### config.mk
export PLATFORM = sky130hd
export DESIGN_NAME = crc16_packet_deframer_core
export DESIGN_NICKNAME = d
export VERILOG_FILES = /design/src/dfr_pkg.sv /design/src/crc16_packet_deframer_core.sv /design/src/dfr_front.sv /design/src/dfr_fifo.sv /design/src/dfr_back.sv
export VERILOG_INCLUDE_DIRS = /design/src /design/src/src
export SDC_FILE = /design/constraint.sdc
export NUM_CORES = 1
export LEC_CHECK = 0
export BUFFER_PORTS_ARGS = -buffer_cell sky130_fd_sc_hd__buf_4
export CELL_PAD_IN_SITES_DETAIL_PLACEMENT = 1
export CELL_PAD_IN_SITES_GLOBAL_PLACEMENT = 1
export CORE_MARGIN = 2
export CORE_UTILIZATION = 45
export CTS_CLUSTER_SIZE = 16
export DETAILED_ROUTE_END_ITERATION = 16
export PLACE_DENSITY_LB_ADDON = 0.1
export SYNTH_ARGS = -nofsm -noshare
export SYNTH_HDL_FRONTEND = slang
export SYNTH_SLANG_ARGS = --single-unit
### constraint.sdc
create_clock -name clk -period 9.55 [get_ports clk]
set_input_delay 2.3875 -clock clk [delete_from_list [all_inputs] [get_ports clk]]
set_output_delay 2.3875 -clock clk [all_outputs]
set_load 0.01 [all_outputs]
### src/assert_macros.svh
// Assertion macros shared by the deframer RTL
`ifndef ASSERT_MACROS_SVH
`define ASSERT_MACROS_SVH

// Property checked on every rising clk edge outside reset
`define DFR_ASSERT(label, prop, msg) \
  label: assert property (@(posedge clk) disable iff (rst) (prop)) else $error(msg);

// Condition that must never be seen outside reset
`define DFR_NEVER(label, cond, msg) \
  label: assert property (@(posedge clk) disable iff (rst) !(cond)) else $error(msg);

`endif

### src/dfr_pkg.sv
// Shared types, codes and CRC function for the packet deframer
package dfr_pkg;

  localparam logic [7:0]  SYNC_FIRST    = 8'h5A;
  localparam logic [7:0]  SYNC_SECOND   = 8'hA5;
  localparam logic [15:0] CRC_POLY      = 16'h1021;
  localparam logic [15:0] CRC_TOP       = 16'h8000;
  localparam logic [15:0] MAX_LEN_RESET = 16'd1017;

  // result kinds
  localparam logic [2:0] KIND_PAYLOAD = 3'd0;
  localparam logic [2:0] KIND_GOOD    = 3'd1;
  localparam logic [2:0] KIND_CRC_ERR = 3'd2;
  localparam logic [2:0] KIND_LEN_ERR = 3'd3;
  localparam logic [2:0] KIND_TIMEOUT = 3'd4;

  // input function codes
  localparam logic FUNC_BYTE    = 1'b0;
  localparam logic FUNC_TIMEOUT = 1'b1;

  // result queue between parser and output stage
  localparam int QDEPTH = 2;
  localparam int QPTR_W = (QDEPTH > 1) ? $clog2(QDEPTH) : 1;
  localparam int QCNT_W = $clog2(QDEPTH + 1);

  typedef enum logic [7:0] {
    PH_HUNT1   = 8'b0000_0001,
    PH_HUNT2   = 8'b0000_0010,
    PH_TYPE    = 8'b0000_0100,
    PH_LEN_L   = 8'b0000_1000,
    PH_LEN_H   = 8'b0001_0000,
    PH_PAYLOAD = 8'b0010_0000,
    PH_CRC_L   = 8'b0100_0000,
    PH_CRC_H   = 8'b1000_0000
  } phase_t;

  typedef struct packed {
    logic [2:0]  kind;
    logic [7:0]  payload_byte;
    logic [7:0]  packet_type;
    logic [15:0] packet_len;
    logic [15:0] byte_index;
    logic        is_last;
  } result_t;

  // CRC-16, poly 0x1021, MSB first, one byte per call
  function automatic logic [15:0] crc16_byte(input logic [15:0] crc, input logic [7:0] b);
    logic [15:0] c;
    c = crc ^ {b, 8'h00};
    for (int i = 0; i < 8; i++) begin
      if ((c & CRC_TOP) != 16'h0000) begin
        c = {c[14:0], 1'b0} ^ CRC_POLY;
      end else begin
        c = {c[14:0], 1'b0};
      end
    end
    return c;
  endfunction

endpackage

### src/crc16_packet_deframer_core.sv
// Top level of the CRC-16 packet deframer
//
//  channel  | handshake                | payload
//  ---------+--------------------------+-----------------------------------------
//  item in  | item_valid / item_stall  | func, rx_byte
//  result   | res_valid / res_stall    | kind, payload_byte, packet_type,
//           |                          | packet_len, byte_index, is_last
//  config   | cfg_valid / cfg_ready    | cfg_data (max_payload_len)
//
// One item per cycle while item_stall is low; each item is parsed and its CRC updated
// in the cycle it is accepted (byte-wide unrolled CRC-16), and any result enters a
// 2-entry queue and then the output register, which drives res_valid.
// item_stall rises only when the result queue is full, i.e. after res_stall backs up.
// Reset (rst, synchronous) returns to sync hunt with max_payload_len = 1017.
// cfg_ready is always high; writes take effect on the next cycle.

module crc16_packet_deframer_core (
  input  logic        clk,
  input  logic        rst,
  input  logic        item_valid,
  output logic        item_stall,
  input  logic        func,
  input  logic [7:0]  rx_byte,
  output logic        res_valid,
  input  logic        res_stall,
  output logic [2:0]  kind,
  output logic [7:0]  payload_byte,
  output logic [7:0]  packet_type,
  output logic [15:0] packet_len,
  output logic [15:0] byte_index,
  output logic        is_last,
  input  logic        cfg_valid,
  output logic        cfg_ready,
  input  logic [15:0] cfg_data
);
  import dfr_pkg::*;

  logic    push, pop, q_full, q_valid;
  result_t push_data, q_data, res;

  assign cfg_ready = 1'b1;

  dfr_front u_front (
    .clk        (clk),
    .rst        (rst),
    .item_valid (item_valid),
    .item_stall (item_stall),
    .func       (func),
    .rx_byte    (rx_byte),
    .cfg_wr     (cfg_valid && cfg_ready),
    .cfg_data   (cfg_data),
    .q_full     (q_full),
    .push       (push),
    .push_data  (push_data)
  );

  dfr_fifo u_fifo (
    .clk       (clk),
    .rst       (rst),
    .push      (push),
    .push_data (push_data),
    .full      (q_full),
    .pop       (pop),
    .q_valid   (q_valid),
    .q_data    (q_data)
  );

  dfr_back u_back (
    .clk       (clk),
    .rst       (rst),
    .q_valid   (q_valid),
    .q_data    (q_data),
    .pop       (pop),
    .res_valid (res_valid),
    .res_stall (res_stall),
    .res       (res)
  );

  assign kind         = res.kind;
  assign payload_byte = res.payload_byte;
  assign packet_type  = res.packet_type;
  assign packet_len   = res.packet_len;
  assign byte_index   = res.byte_index;
  assign is_last      = res.is_last;

endmodule

### src/dfr_front.sv
// Frame parser: sync hunt, header, payload pass-through and CRC check
`include "assert_macros.svh"

module dfr_front (
  input  logic              clk,
  input  logic              rst,
  input  logic              item_valid,
  output logic              item_stall,
  input  logic              func,
  input  logic [7:0]        rx_byte,
  input  logic              cfg_wr,
  input  logic [15:0]       cfg_data,
  input  logic              q_full,
  output logic              push,
  output dfr_pkg::result_t  push_data
);
  import dfr_pkg::*;

  phase_t      phase, phase_next;
  logic [15:0] running_crc, running_crc_next;
  logic [7:0]  frame_type, frame_type_next;
  logic [15:0] frame_length, frame_length_next;
  logic [15:0] payload_count, payload_count_next;
  logic [7:0]  crc_low_byte, crc_low_byte_next;
  logic [15:0] max_len;

  logic        accept;
  logic [15:0] crc_upd;
  logic [15:0] len_full;
  logic [15:0] count_inc;
  logic [15:0] crc_got;

  assign item_stall = q_full;
  assign accept     = item_valid && !q_full;
  assign crc_upd    = crc16_byte((phase == PH_TYPE) ? 16'h0000 : running_crc, rx_byte);
  assign len_full   = {rx_byte, frame_length[7:0]};
  assign count_inc  = payload_count + 16'd1;
  assign crc_got    = {rx_byte, crc_low_byte};

  always_comb begin
    phase_next         = phase;
    running_crc_next   = running_crc;
    frame_type_next    = frame_type;
    frame_length_next  = frame_length;
    payload_count_next = payload_count;
    crc_low_byte_next  = crc_low_byte;
    push               = 1'b0;
    push_data.kind         = KIND_PAYLOAD;
    push_data.payload_byte = 8'h00;
    push_data.packet_type  = frame_type;
    push_data.packet_len   = frame_length;
    push_data.byte_index   = 16'h0000;
    push_data.is_last      = 1'b1;

    if (accept) begin
      if (func == FUNC_TIMEOUT) begin
        // abandon whatever was in progress; only a started frame reports it
        push = (phase != PH_HUNT1) && (phase != PH_HUNT2);
        push_data.kind     = KIND_TIMEOUT;
        phase_next         = PH_HUNT1;
        running_crc_next   = 16'h0000;
        frame_type_next    = 8'h00;
        frame_length_next  = 16'h0000;
        payload_count_next = 16'h0000;
        crc_low_byte_next  = 8'h00;
      end else begin
        case (phase)
          PH_HUNT1: begin
            if (rx_byte == SYNC_FIRST) phase_next = PH_HUNT2;
          end
          PH_HUNT2: begin
            if (rx_byte == SYNC_SECOND) begin
              phase_next         = PH_TYPE;
              running_crc_next   = 16'h0000;
              frame_type_next    = 8'h00;
              frame_length_next  = 16'h0000;
              payload_count_next = 16'h0000;
              crc_low_byte_next  = 8'h00;
            end else if (rx_byte != SYNC_FIRST) begin
              phase_next = PH_HUNT1;
            end
          end
          PH_TYPE: begin
            frame_type_next  = rx_byte;
            running_crc_next = crc_upd;
            phase_next       = PH_LEN_L;
          end
          PH_LEN_L: begin
            frame_length_next = {8'h00, rx_byte};
            running_crc_next  = crc_upd;
            phase_next        = PH_LEN_H;
          end
          PH_LEN_H: begin
            frame_length_next  = len_full;
            running_crc_next   = crc_upd;
            payload_count_next = 16'h0000;
            if (len_full > max_len) begin
              // oversize: report with the full header, then drop the frame
              push                 = 1'b1;
              push_data.kind       = KIND_LEN_ERR;
              push_data.packet_len = len_full;
              phase_next           = PH_HUNT1;
              running_crc_next     = 16'h0000;
              frame_type_next      = 8'h00;
              frame_length_next    = 16'h0000;
              crc_low_byte_next    = 8'h00;
            end else if (len_full == 16'h0000) begin
              phase_next = PH_CRC_L;
            end else begin
              phase_next = PH_PAYLOAD;
            end
          end
          PH_PAYLOAD: begin
            push                   = 1'b1;
            push_data.kind         = KIND_PAYLOAD;
            push_data.payload_byte = rx_byte;
            push_data.byte_index   = payload_count;
            push_data.is_last      = 1'b0;
            running_crc_next       = crc_upd;
            payload_count_next     = count_inc;
            if (count_inc >= frame_length) phase_next = PH_CRC_L;
          end
          PH_CRC_L: begin
            crc_low_byte_next = rx_byte;
            phase_next        = PH_CRC_H;
          end
          PH_CRC_H: begin
            push               = 1'b1;
            push_data.kind     = (crc_got == running_crc) ? KIND_GOOD : KIND_CRC_ERR;
            phase_next         = PH_HUNT1;
            running_crc_next   = 16'h0000;
            frame_type_next    = 8'h00;
            frame_length_next  = 16'h0000;
            payload_count_next = 16'h0000;
            crc_low_byte_next  = 8'h00;
          end
          default: begin
            phase_next = PH_HUNT1;
          end
        endcase
      end
    end
  end

  always_ff @(posedge clk) begin
    if (rst) begin
      phase         <= PH_HUNT1;
      running_crc   <= 16'h0000;
      frame_type    <= 8'h00;
      frame_length  <= 16'h0000;
      payload_count <= 16'h0000;
      crc_low_byte  <= 8'h00;
      max_len       <= MAX_LEN_RESET;
    end else begin
      phase         <= phase_next;
      running_crc   <= running_crc_next;
      frame_type    <= frame_type_next;
      frame_length  <= frame_length_next;
      payload_count <= payload_count_next;
      crc_low_byte  <= crc_low_byte_next;
      if (cfg_wr) max_len <= cfg_data;
    end
  end

  `DFR_ASSERT(a_push_needs_accept, push |-> accept, "result pushed without an accepted item")
  `DFR_ASSERT(a_payload_not_last, (push && push_data.kind == KIND_PAYLOAD) |-> !push_data.is_last, "payload result marked last")
  `DFR_NEVER(a_payload_past_len, phase == PH_PAYLOAD && payload_count >= frame_length, "payload count ran past frame length")

endmodule

### src/dfr_fifo.sv
// Short result queue decoupling the parser from the output stage
`include "assert_macros.svh"

module dfr_fifo (
  input  logic              clk,
  input  logic              rst,
  input  logic              push,
  input  dfr_pkg::result_t  push_data,
  output logic              full,
  input  logic              pop,
  output logic              q_valid,
  output dfr_pkg::result_t  q_data
);
  import dfr_pkg::*;

  result_t            entries [QDEPTH];
  logic [QPTR_W-1:0]  wr_ptr, rd_ptr;
  logic [QCNT_W-1:0]  count, count_next;

  assign full    = (count == QCNT_W'(QDEPTH));
  assign q_valid = (count != '0);
  assign q_data  = entries[rd_ptr];

  always_comb begin
    count_next = count;
    if (push && !pop) count_next = count + QCNT_W'(1);
    else if (pop && !push) count_next = count - QCNT_W'(1);
  end

  always_ff @(posedge clk) begin
    if (push) entries[wr_ptr] <= push_data;
  end

  always_ff @(posedge clk) begin
    if (rst) begin
      wr_ptr <= '0;
      rd_ptr <= '0;
      count  <= '0;
    end else begin
      count <= count_next;
      if (push) wr_ptr <= (wr_ptr == QPTR_W'(QDEPTH - 1)) ? '0 : wr_ptr + QPTR_W'(1);
      if (pop)  rd_ptr <= (rd_ptr == QPTR_W'(QDEPTH - 1)) ? '0 : rd_ptr + QPTR_W'(1);
    end
  end

  `DFR_NEVER(a_no_overflow, push && full, "push into full result queue")
  `DFR_NEVER(a_no_underflow, pop && !q_valid, "pop from empty result queue")

endmodule

### src/dfr_back.sv
// Output register stage: holds one result until it is transferred
`include "assert_macros.svh"

module dfr_back (
  input  logic              clk,
  input  logic              rst,
  input  logic              q_valid,
  input  dfr_pkg::result_t  q_data,
  output logic              pop,
  output logic              res_valid,
  input  logic              res_stall,
  output dfr_pkg::result_t  res
);
  import dfr_pkg::*;

  // refill whenever the register is empty or its content leaves this cycle
  assign pop = q_valid && (!res_valid || !res_stall);

  always_ff @(posedge clk) begin
    if (pop) res <= q_data;
  end

  always_ff @(posedge clk) begin
    if (rst) begin
      res_valid <= 1'b0;
    end else if (pop) begin
      res_valid <= 1'b1;
    end else if (!res_stall) begin
      res_valid <= 1'b0;
    end
  end

  `DFR_ASSERT(a_pop_fills, pop |=> res_valid, "popped result not presented")

endmodule

# Word level (Yosys, flattened, before mapping)
# Memory sizes are Yosys's and may differ from the RTL's. A register that Yosys moved wholly into a read port is not among the register bits.
# Index checks and enable logic that the tools add are counted.
[word_totals] memories=1 register_bits=93 mem_bits_rw=104 output_inout_bits=55 input_bits=30 elab_cells=135
[op_classes] n_reduce_logical=29 addsub=5 n_mux=56 n_lt_le_gt_ge=2 bitwise=9 n_eq_ne=21
[memory_table] memory="u_fifo.entries" words=2 word_bits=52 rd=1 rd_ports_with_merged_regs=1 wr=1 line="dfr_fifo.sv:16" source="result_t entries [QDEPTH];"
[op_table] cell="$mux W16" count=9
[op_table] cell="$pmux W16 S4" count=2
[op_table] cell="$mux W13" count=8
[op_table] cell="$mux W8" count=11
[op_table] cell="$mux W33" count=2
[op_table] cell="$pmux W8 S4" count=2
[op_table] cell="$pmux W8 S7" count=1
[op_table] cell="$pmux W16 S3" count=1
[op_table] cell="$not A3 Y3" count=8
[op_table] cell="$reduce_bool A5 Y1" count=4
[op_table] cell="$mux W17" count=1
[op_table] cell="$add A16 B1 Y16 const B" count=1
[op_table] cell="$eq A16 B16 Y1" count=1
[op_table] cell="$eq A8 B7 Y1 const B" count=2
[op_table] cell="$eq A8 B8 Y1 const B" count=2
[op_table] cell="$ge A16 B16 Y1" count=1
[op_table] cell="$gt A16 B16 Y1" count=1
[op_table] cell="$logic_not A16 Y1" count=1
[op_table] cell="$reduce_and A4 Y1" count=4
[op_table] cell="$xor A16 B16 Y16" count=1
[op_table] cell="$mux W7" count=2
[op_table] cell="$ne A3 B2 Y1 const B" count=4
[op_table] cell="$mux W11" count=1
[op_table] cell="$mux W1" count=9
[op_table] cell="27 further kinds" count=43

# Longest topological paths before layout
# Gate-level depths: netlist (run 1).
[depth] word_depth=22 ltp_mapped=15 depth_no_buf=13

# By module
# From an unflattened synthesis (run 1), not the netlist that was laid out.
[hier_totals] hier_cells=897 area_unflattened_um2=11210.8
[by_module_without_submodules] mod="dfr_front" n_inst=1 seq_area_each_um2=1761.7 area_each_um2=5621.6 cells_per_inst=655
[by_module_without_submodules] mod="dfr_fifo" n_inst=1 seq_area_each_um2=3223.1 area_each_um2=3980.1 cells_per_inst=184
[by_module_without_submodules] mod="dfr_back" n_inst=1 seq_area_each_um2=1581.5 area_each_um2=1597.8 cells_per_inst=56
[by_module_without_submodules] mod="crc16_packet_deframer_core" n_inst=1 seq_area_each_um2=0.0 area_each_um2=11.3 cells_per_inst=2

# Worst setup path after synthesis (run 1)
# Ideal clock, no wire load.
[synth_timing] kind="input to register" startpoint="in rx_byte[6]" endpoint="mem u_fifo.entries[0][0] (netlist bit) (enable)" n_path_buf=0 setup_time_ns=0.468 stages=7 t_required_ns=9.082 arrival_time_ns=6.231 slack_ns=2.851 path_cell_list="ha_1 > nand4_1 > or4_1 > a21o_1 > nand3_1 > o211a_1 > nor2b_1"
[synth_between] elab_chain_cells=7
[synth_lines] item="from (decl)" line="crc16_packet_deframer_core.sv:23" source="input logic [7:0] rx_byte,"
[synth_lines] item="$gt A16 B16 Y1" line="dfr_front.sv:97" source="if (len_full > max_len) begin"
[synth_lines] item="$mux W1" line="dfr_front.sv:97"
[synth_lines] item="$pmux W1 S2" line="dfr_front.sv:67" source="case (phase)"
[synth_lines] item="$mux W1" line="dfr_front.sv:56" source="if (func == FUNC_TIMEOUT) begin"
[synth_lines] item="$mux W1" line="dfr_front.sv:55" source="if (accept) begin"
[synth_lines] item="named net push" line="crc16_packet_deframer_core.sv:38" source="logic push, pop, q_full, q_valid;"
[synth_lines] item="$mux W1" line="dfr_fifo.sv:31" source="if (push) entries[wr_ptr] <= push_data;"
[synth_lines] item="$mux W1 (implied by the code)" line="dfr_fifo.sv:31"
[synth_lines] item="to (decl)" line="dfr_fifo.sv:16"
# The timed path passes the listed nets, and every way through them passes these cells.

# Final worst setup path (run 1)
[layout_timing] startpoint="in rx_byte[6]" endpoint="mem u_fifo.entries[0][35] (netlist bit) (enable)"
# The elaborated chain is that of the path after synthesis.

==> results of run 1 <==
worst paths after layout:
check	from	to	slack, ps	cells after the start
setup / recovery	rx_byte[6]	u_fifo.entries[0][35]$_DFFE_PP_	4570	9
hold / removal	u_front.frame_type[6]$_SDFFE_PP0P_	u_fifo.entries[0][39]$_DFFE_PP_	470	0
setup reg to reg	u_front.payload_count[2]$_SDFFE_PP0P_	u_front.phase[3]$_SDFFE_PP0P_	5470	11
hold reg to reg	u_front.frame_type[6]$_SDFFE_PP0P_	u_fifo.entries[0][39]$_DFFE_PP_	470	0
where the power goes:
group	switching [W]	total, W	internal [W]	leakage (nW)
Sequential	0.0000398	0.00135	0.00131	2.21
Combinational	0.000264	0.000483	0.000219	2.28
Clock	0.000427	0.00106	0.000631	0.432
flip-flops by register name (all words and copies together) (netlist names), 2 cells and up:
register / count
u_fifo.entries: 104
u_front.crc_low_byte: 8
u_front.payload_count: 16
u_front.max_len: 16
u_back.res: 52
u_front.phase: 8
u_front.frame_type: 8
u_front.frame_length: 16
u_fifo.count: 2
u_front.running_crc: 16
Yosys cell counts (all sizes together) (10+ instances only):
cell     number
a21oi        31
a311oi       14
and2         28
buf          14
clkbuf       39
dfxtp        93
edfxtp      156
ha           34
inv          38
mux2         65
mux2i        22
nand2        67
nand3        13
nand4        10
nor2         43
o211ai       10
o21ai        11
o2bb2ai      16
xnor2        33
xor2         41
cells by family after synthesis:
logic type,synth area share (%)
DFF,58.4
and+or+nand+nor,11.4
AOI/OAI and AO/OA,8.81
buffers and inverters,3.22
muxes,8.50
xor gates and xnor gates,5.78
adders and majority gates,3.80
other,0.0335
final cells by class:
class,count,area [um2]
Timing Repair Buffer,87,653
Sequential cell,249,6550
Tap cell,324,405
Clock inverter,14,165
Clock buffer,34,742
Multi-Input combinational cell,561,4310
Fill cell,2510,11400
Inverter,39,146
metal layers:
| metal | up-vias | global-route usage, % |
|---|---|---|
| li1 | 3426 | - |
| met4 | 0 | 3.98 |
| met1 | 3557 | 29.4 |
| met2 | 147 | 33.5 |
| met3 | 40 | 2.50 |
| met5 | - | 0 |
worst reg2reg max path, delay by kind of cell, from the launching register on:
kind	cells	cell delay [ps]
flops	1	460
fa+ha+maj	1	300
mux	1	410
compound gates	5	1250
xor+xnor	1	270
simple gates	3	1280
stage by stage:
| stage | utilization (%) | power [W] |
|---|---|---|
| after detailed placement | 49.5 | 0.00187 |
| after global placement | 49.5 | 0.00185 |
| after global routing | 53.2 | 0.00300 |
| after CTS | 53.2 | 0.00293 |
| final | 53.2 | 0.00289 |
| after floorplan | - | 0.00163 |
==> implementation parameters, run 1 <==
Parameter                              Value

Floorplanning
  Floorplan die width    162 um
  Y dimension of the die    162 um
  Floorplan core area    24400 um2
  Std cell rows    57
  Floorplan die area    26200 um2
  IO Count    85
  Initial Utilization    45.9%

Routing
  DRC    0
  1st-pass router iterations    5
  Routed vias/inst    5.48
  Average wire per cell in the routed design    20.3 um
  Highest metal layer with signal wires    met4
  Vias after detailed routing    7170
  Post-detailed-routing wire length    26.6 mm
  Iteration-0 DRC Markers    430
  Number of routed nets with antenna violations    0
  Routed length on met1    12.4 mm
  Met3 WL    1.09 mm
  Met2 WL    12.6 mm

STA
  Max Clk Rate    0.201 GHz
  Final worst-path cycle share    52.1%
  Setup TNS    0 ps
  Final setup slack of the worst path    4570 ps
  Final-report setup violation count    0
  Final hold vios    0
  Number of max-slew violations in the final report    0
  Final worst clock skew    8.10 ps
  Unrepaired setup endpoints after global routing    no
  Slew HR    20.1%
  Transition time at the pin with the least slew margin    1190 ps
  Min cycle time layout    4980 ps
  Hold Slack    471 ps

Yosys
  Biggest area contributors in the synthesized netlist    edfxtp_1, dfxtp_1, mux2_2
  Synth Register Bits    249
  Yosys cell types    60
  Main synth FF type    edfxtp_1
  Number of instances in the synthesized netlist    902
  Area fraction of the dominant cell type after synthesis    41.8%
  Number of enable flip-flop cells after synthesis    156
  Post-Synthesis Net Count    966
  Mean post-synth cell area    12.4 um2
  Dominant cell type by area after synthesis    edfxtp_1
  Proportion of synthesized flip-flops having asynchronous set or reset    0%
  Mapped Area    11200 um2
  Number of synthesis warnings    0
  Seq/Total Area, Yosys    58.4%

Critical path
  Data arrival time at the worst-slack endpoint    5130 ps
  Category of cells accounting for the largest share of critical-path delay    simple AND/OR/NAND/NOR gates
  Data required, critical path    9710 ps
  Cell with the biggest individual delay on the critical path    or4_1
  Critical path launch point type    input pin
  Critical-path cell list    buf_4 > ha_1 > nand4_1 > or4_1 > a21o_1 > nand3_1 > o211a_1 > nor2b_4 > buf_4
  Endpoint class of the critical path    flip-flop
  Crit path buffers/inverters    2
  Peak per-stage delay on the critical path    560 ps
  Most frequent cell on the critical path    buf_4
  Crit path max fanout    52
  Classification of the worst setup path    input pin to flip-flop

Placed design
  Count of buffers inserted at the top-level ports    83
  Post-Place Worst Slack    4040 ps
  Standard cell area after detailed placement    12100 um2
  Final estimated routing congestion in global placement    0.846
  Dpl hpwl    18.1 mm
  Placed Instances    1260

Clock tree
  CTS Root Cell    clkbuf_16
  Total of cells resized after clock tree synthesis    0
  Clock tree from TritonCTS    done
  CTS hold repair buffers    0
  Insertion delay of the later-clocked pin in the worst-skew pair    530 ps
  Number of buffers inserted during clock tree synthesis    26
  Clk slew on worst S/H paths    60 ps
  Number of H-tree branching levels    1
  Buffer count from post-CTS setup fixing    0
  Clock buffer depth    3
  CTS sink cnt    249

Global route
  Global route total overflow    0
  Total track usage    20.4%
  Number of antenna violations at the first check in global routing    0
  Maximum number of pins on one net before global-route repair    54
  Via count of the first global-routing pass    7598
  First-pass GRT wire length    42.6 mm

Min path
  Min-delay worst type    flip-flop to flip-flop

Final layout
  Commonest non-fill, non-tap cell in the layout    edfxtp_1
  Highest-count cells in the layout ignoring fill and taps    edfxtp_1, dfxtp_1, buf_4
  Area growth, synth to finish    15.7%
  Number of diodes added for antenna fixing    0
  Share of final-layout standard cells stronger than drive strength 1    22.7%
  Final instance area    13000 um2
  Final instance count without filler cells    1308
  Final-stage net count    1028

Power and ir drop
  PD cells    223 nW/um2
  Worst ir drop on vdd    132 uV
  Pleak    4.92 nW

Run status
  Outcome    complete, no violations

Job
  Count of maximum capacitance violations    0
(Power assumes the default switching activity.)
==> run 2, diff against run 1 <==
==> constraint.sdc (replaced) <==
create_clock -name clk -period 4.75 [get_ports clk]
set_input_delay 1.1875 -clock clk [delete_from_list [all_inputs] [get_ports clk]]
set_output_delay 1.1875 -clock clk [all_outputs]
set_load 0.01 [all_outputs]
==> implementation parameters, run 2 (same netlist as run 1, synthesis figures left out) <==
Parameter                              Value

Run status
  Outcome    complete, no violations

Floorplanning
  Floorplan die area    26200 um2
  IO Count    85
  Initial Utilization    45.9%
  Std cell rows    57
  Y dimension of the die    162 um
  Floorplan die width    162 um
  Floorplan core area    24400 um2

STA
  Final-report setup violation count    0
  Final worst-path cycle share    82.0%
  Transition time at the pin with the least slew margin    1180 ps
  Setup TNS    0 ps
  Min cycle time layout    3900 ps
  Hold Slack    463 ps
  Number of max-slew violations in the final report    0
  Final setup slack of the worst path    855 ps
  Unrepaired setup endpoints after global routing    no
  Max Clk Rate    0.257 GHz
  Final worst clock skew    9.95 ps
  Final hold vios    0
  Slew HR    21.3%

Critical path
  Data required, critical path    5160 ps
  Classification of the worst setup path    flip-flop to flip-flop
  Register-to-Register Path Depth    13
  Reg2reg setup slack    850 ps
  Endpoint class of the critical path    flip-flop
  Critical path launch point type    flip-flop
  Crit path max fanout    8
  Data arrival time at the worst-slack endpoint    4300 ps

Clock tree
  Insertion delay of the later-clocked pin in the worst-skew pair    520 ps
  Clock tree from TritonCTS    done
  Buffer count from post-CTS setup fixing    0
  CTS hold repair buffers    0
  Clk slew on worst S/H paths    60 ps
  Clock buffer depth    3
  Total of cells resized after clock tree synthesis    0
  CTS sink cnt    249
  Number of buffers inserted during clock tree synthesis    27
  CTS Root Cell    clkbuf_16
  Number of H-tree branching levels    1

Min path
  Worst hold path stage count    0
  Min-delay worst type    flip-flop to flip-flop

Global route
  Maximum number of pins on one net before global-route repair    54
  Number of antenna violations at the first check in global routing    0
  First-pass GRT wire length    43.1 mm
  Via count of the first global-routing pass    7653
  Total track usage    20.8%
  Global route total overflow    0

Final layout
  Share of final-layout standard cells stronger than drive strength 1    22.0%
  Commonest non-fill, non-tap cell in the layout    edfxtp_1
  Register name with the most flops    u_fifo.entries
  Number of filler instances in the final layout    2529
  Number of diodes added for antenna fixing    0
  Area growth, synth to finish    15.8%
  Registers with the most flip-flops    u_fifo.entries: 104 flops, u_back.res: 52 flops
  Highest-count cells in the layout ignoring fill and taps    edfxtp_1, dfxtp_1, buf_4
  Max reg flops    104
  Final-stage net count    1032

Placed design
  Final estimated routing congestion in global placement    0.860
  Post-Place Worst Slack    642 ps
  Dpl hpwl    18.2 mm
  Count of buffers inserted at the top-level ports    83

Job
  Count of maximum capacitance violations    0

Routing
  Vias after detailed routing    7268
  Routed vias/inst    5.54
  Number of routed nets with antenna violations    0
  Met2 WL    12.8 mm
  Met3 WL    1.15 mm
  Iteration-0 DRC Markers    443
  Average wire per cell in the routed design    20.6 um
  Post-detailed-routing wire length    27.0 mm
  DRC    0
  1st-pass router iterations    4
  Highest metal layer with signal wires    met4
  Routed length on met1    12.7 mm

Power and ir drop
  Worst ir drop on vdd    305 uV
  Pleak    4.93 nW
  PD cells    442 nW/um2
==> run 2: stage by stage <==
| step | cells | utilization [%] | cell area (um2) | total power [W] |
|---|---|---|---|---|
| after floorplan | 902 | - | 11200 | 0.00328 |
| after global placement | 1263 | 49.7 | 12100 | 0.00372 |
| after detailed placement | 1263 | 49.7 | 12100 | 0.00376 |
| after CTS | 1312 | 53.2 | 13000 | 0.00580 |
| after global routing | 1312 | 53.2 | 13000 | 0.00596 |
| final | 1312 | 53.2 | 13000 | 0.00573 |
==> run 2: path summary, 6_finish.rpt <==
check / endpoint / startpoint
min reg2reg: u_fifo.entries[1][38]$_DFFE_PP_ / u_front.frame_type[5]$_SDFFE_PP0P_
min: u_fifo.entries[1][38]$_DFFE_PP_ / u_front.frame_type[5]$_SDFFE_PP0P_
max: u_front.phase[7]$_SDFFE_PP0P_ / u_front.payload_count[0]$_SDFFE_PP0P_
max reg2reg: u_front.phase[7]$_SDFFE_PP0P_ / u_front.payload_count[0]$_SDFFE_PP0P_
==> run 2: final cells by class <==
| class | count | area [um2] | share of cell area (%) |
|---|---|---|---|
| Sequential cell | 249 | 6550 | 50.5 |
| Multi-Input combinational cell | 561 | 4310 | 33.2 |
| Clock buffer | 38 | 757 | 5.84 |
| Timing Repair Buffer | 90 | 701 | 5.40 |
| Tap cell | 324 | 405 | 3.13 |
| Inverter | 39 | 146 | 1.13 |
| Clock inverter | 11 | 105 | 0.810 |
==> run 2: report_power, final <==
part	leakage [nW]	total, W	internal [W]	switching [W]
registers	2.21	0.00271	0.00263	0.0000841
logic	2.30	0.000978	0.000445	0.000534
clock network	0.420	0.00204	0.00121	0.000826
==> run 2: routing by layer <==
| layer | up-vias | track usage, % |
|---|---|---|
| li1 | 3436 | - |
| met1 | 3656 | 29.4 |
| met2 | 142 | 34.6 |
| met3 | 34 | 2.68 |
| met4 | 0 | 4.06 |
| met5 | - | 0 |
==> run 2: worst max-delay path: stages (launching register included) <==
cell	delay, ps
dfxtp_1	490
ha_1	290
and3_1	250
and3_1	330
and3_1	300
nand3_1	150
xnor2_1	210
ha_1	270
nand2_1	60
o21ai_0	110
a211oi_1	270
a211oi_1	150
o21ai_2	490
mux2_2	400
==> run 3, diff against run 2 <==
==> constraint.sdc (replaced) <==
create_clock -name clk -period 4 [get_ports clk]
set_input_delay 1 -clock clk [delete_from_list [all_inputs] [get_ports clk]]
set_output_delay 1 -clock clk [all_outputs]
set_load 0.01 [all_outputs]
==> implementation parameters, run 3 (same netlist as run 1, synthesis figures left out) <==
Parameter                              Value

Power and ir drop
  Total power    0.00682 W
  Net Switching    0.00175 W
  Portion of total power attributed to combinational logic    16.8%
  Part of the total power dissipated in sequential elements    47.7%
  PD cells    521 nW/um2
  Worst ir drop on vdd    345 uV
  Internal power    0.00506 W
  Switch share    25.7%
  Pleak    4.99 nW
  Portion of total power attributed to the clock network    35.5%

Critical path
  Most frequent cell on the critical path    and3_1
  Crit path max fanout    8
  Critical-path cell list    ha_1 > and3_1 > and3_1 > and3_1 > nand3_1 > xnor2_1 > ha_1 > nand2_1 > o21ai_0 > a211oi_1 > a211oi_1 > o21ai_2 > buf_4 > mux2_1
  Peak per-stage delay on the critical path    420 ps
  Classification of the worst setup path    flip-flop to flip-flop
  Endpoint class of the critical path    flip-flop
  Data required, critical path    4400 ps
  Cell with the biggest individual delay on the critical path    dfxtp_1
  Data arrival time at the worst-slack endpoint    3950 ps
  Category of cells accounting for the largest share of critical-path delay    simple AND/OR/NAND/NOR gates
  Crit path buffers/inverters    1
  Critical path launch point type    flip-flop

Global route
  Via count of the first global-routing pass    7806
  Number of antenna violations at the first check in global routing    0
  Global route total overflow    0
  Total track usage    21.4%
  Maximum number of pins on one net before global-route repair    54
  First-pass GRT wire length    44.2 mm

Floorplanning
  Floorplan core area    24400 um2
  Y dimension of the die    162 um
  Std cell rows    57
  IO Count    85
  Floorplan die area    26200 um2
  Floorplan die width    162 um
  Initial Utilization    45.9%

STA
  Final worst clock skew    10.3 ps
  Final worst-path cycle share    88.7%
  Unrepaired setup endpoints after global routing    no
  Transition time at the pin with the least slew margin    1190 ps
  Min cycle time layout    3550 ps
  Setup TNS    0 ps
  Hold Slack    469 ps
  Final-report setup violation count    0
  Max Clk Rate    0.282 GHz
  Final hold vios    0
  Number of max-slew violations in the final report    0
  Slew HR    20.7%

Clock tree
  Buffer count from post-CTS setup fixing    0
  Total of cells resized after clock tree synthesis    0
  CTS Root Cell    clkbuf_16
  Insertion delay of the later-clocked pin in the worst-skew pair    520 ps
  Clock buffer depth    3
  Clk slew on worst S/H paths    60 ps
  CTS sink cnt    249
  Clock tree from TritonCTS    done
  Number of H-tree branching levels    1
  Number of buffers inserted during clock tree synthesis    27
  CTS hold repair buffers    0

Final layout
  Number of diodes added for antenna fixing    0
  Registers with the most flip-flops    u_fifo.entries: 104 flops, u_back.res: 52 flops
  Max reg flops    104
  Share of final-layout standard cells stronger than drive strength 1    23.9%
  Area growth, synth to finish    16.7%
  Final instance count without filler cells    1325
  Register name with the most flops    u_fifo.entries
  Final-stage net count    1045
  Highest-count cells in the layout ignoring fill and taps    edfxtp_1, buf_4, dfxtp_1
  Commonest non-fill, non-tap cell in the layout    edfxtp_1

Routing
  DRC    0
  Number of routed nets with antenna violations    0
  Post-detailed-routing wire length    27.5 mm
  Vias after detailed routing    7263
  Routed vias/inst    5.48
  Average wire per cell in the routed design    20.7 um
  Iteration-0 DRC Markers    424
  1st-pass router iterations    5

Placed design
  Dpl hpwl    18.7 mm
  Count of buffers inserted at the top-level ports    83
  Placed Instances    1276
  Final estimated routing congestion in global placement    0.832

Run status
  Outcome    complete, no violations

Min path
  Min-delay worst type    flip-flop to flip-flop

Job
  Count of maximum capacitance violations    0
[run 3: changes by cell type in the layout (fill, tap and decap cells not counted), sizes merged]
cell      previous run  this run
buf                 90       103
clkbuf              38        32
clkinv               9        12
clkinvlp             0         3
[run 3: stage by stage]
| stage | utilization [%] | setup slack [ps] | instance area, um2 |
|---|---|---|---|
| 6_report | 53.6 | 452 | 13100 |
| 5_1_grt | 53.6 | 150 | 13100 |
| 4_1_cts | 53.6 | 472 | 13100 |
| 3_5_place_dp | 50.1 | 157 | 12200 |
| 3_3_place_gp | 50.1 | 183 | 12200 |
| 2_1_floorplan | - | 250 | 11200 |
[run 3: layout make-up]
class                      count  area [um2]
inverter                      39         146
timing repair buffer         103         798
sequential                   249        6550
tap                          324         405
clock inverter                17         154
multi-input combinational    561        4310
clock buffer                  32         714
fill                        2497       11300
[run 3: routing by layer]
layer | wire length [um] | up-vias | share of wire, % | track usage, %
met2 | 13200 | 135 | 48 | 35.9
met3 | 1090 | 40 | 4.0 | 2.48
met4 | 468 | 0 | 1.7 | 4.71
li1 | - | 3467 | - | -
met1 | 12700 | 3621 | 46 | 29.9
met5 | 0 | - | 0 | 0
[run 3: worst reg2reg max path, cell delays in order (launching register included)]
cell and delay, ps:
dfxtp_1 420, ha_1 270, and3_1 250, and3_1 310
and3_1 310, nand3_1 140, xnor2_1 160, ha_1 300
nand2_1 50, o21ai_0 230, a211oi_1 100, a211oi_1 310
o21ai_2 80, buf_4 180, mux2_1 330
[run 3: path summary, 6_finish.rpt]
kind / cells after the start / startpoint / slack, ps / to
min reg2reg: 0 / u_front.frame_type[4]$_SDFFE_PP0P_ / 470 / u_fifo.entries[1][37]$_DFFE_PP_
max reg2reg: 14 / u_front.payload_count[1]$_SDFFE_PP0P_ / 450 / u_front.phase[6]$_SDFFE_PP0P_
max: 14 / u_front.payload_count[1]$_SDFFE_PP0P_ / 450 / u_front.phase[6]$_SDFFE_PP0P_
min: 0 / u_front.frame_type[4]$_SDFFE_PP0P_ / 470 / u_fifo.entries[1][37]$_DFFE_PP_
[run 3: power by group through the flow]
stage,clock [W],combinational [W],sequential (W)
finish,0.00242,0.00115,0.00325
CTS,0.00248,0.00117,0.00326
detailed placement,0,0.00116,0.00331
global placement,0,0.00114,0.00329
floorplan,0,0.000506,0.00339
global route,0.00258,0.00124,0.00328
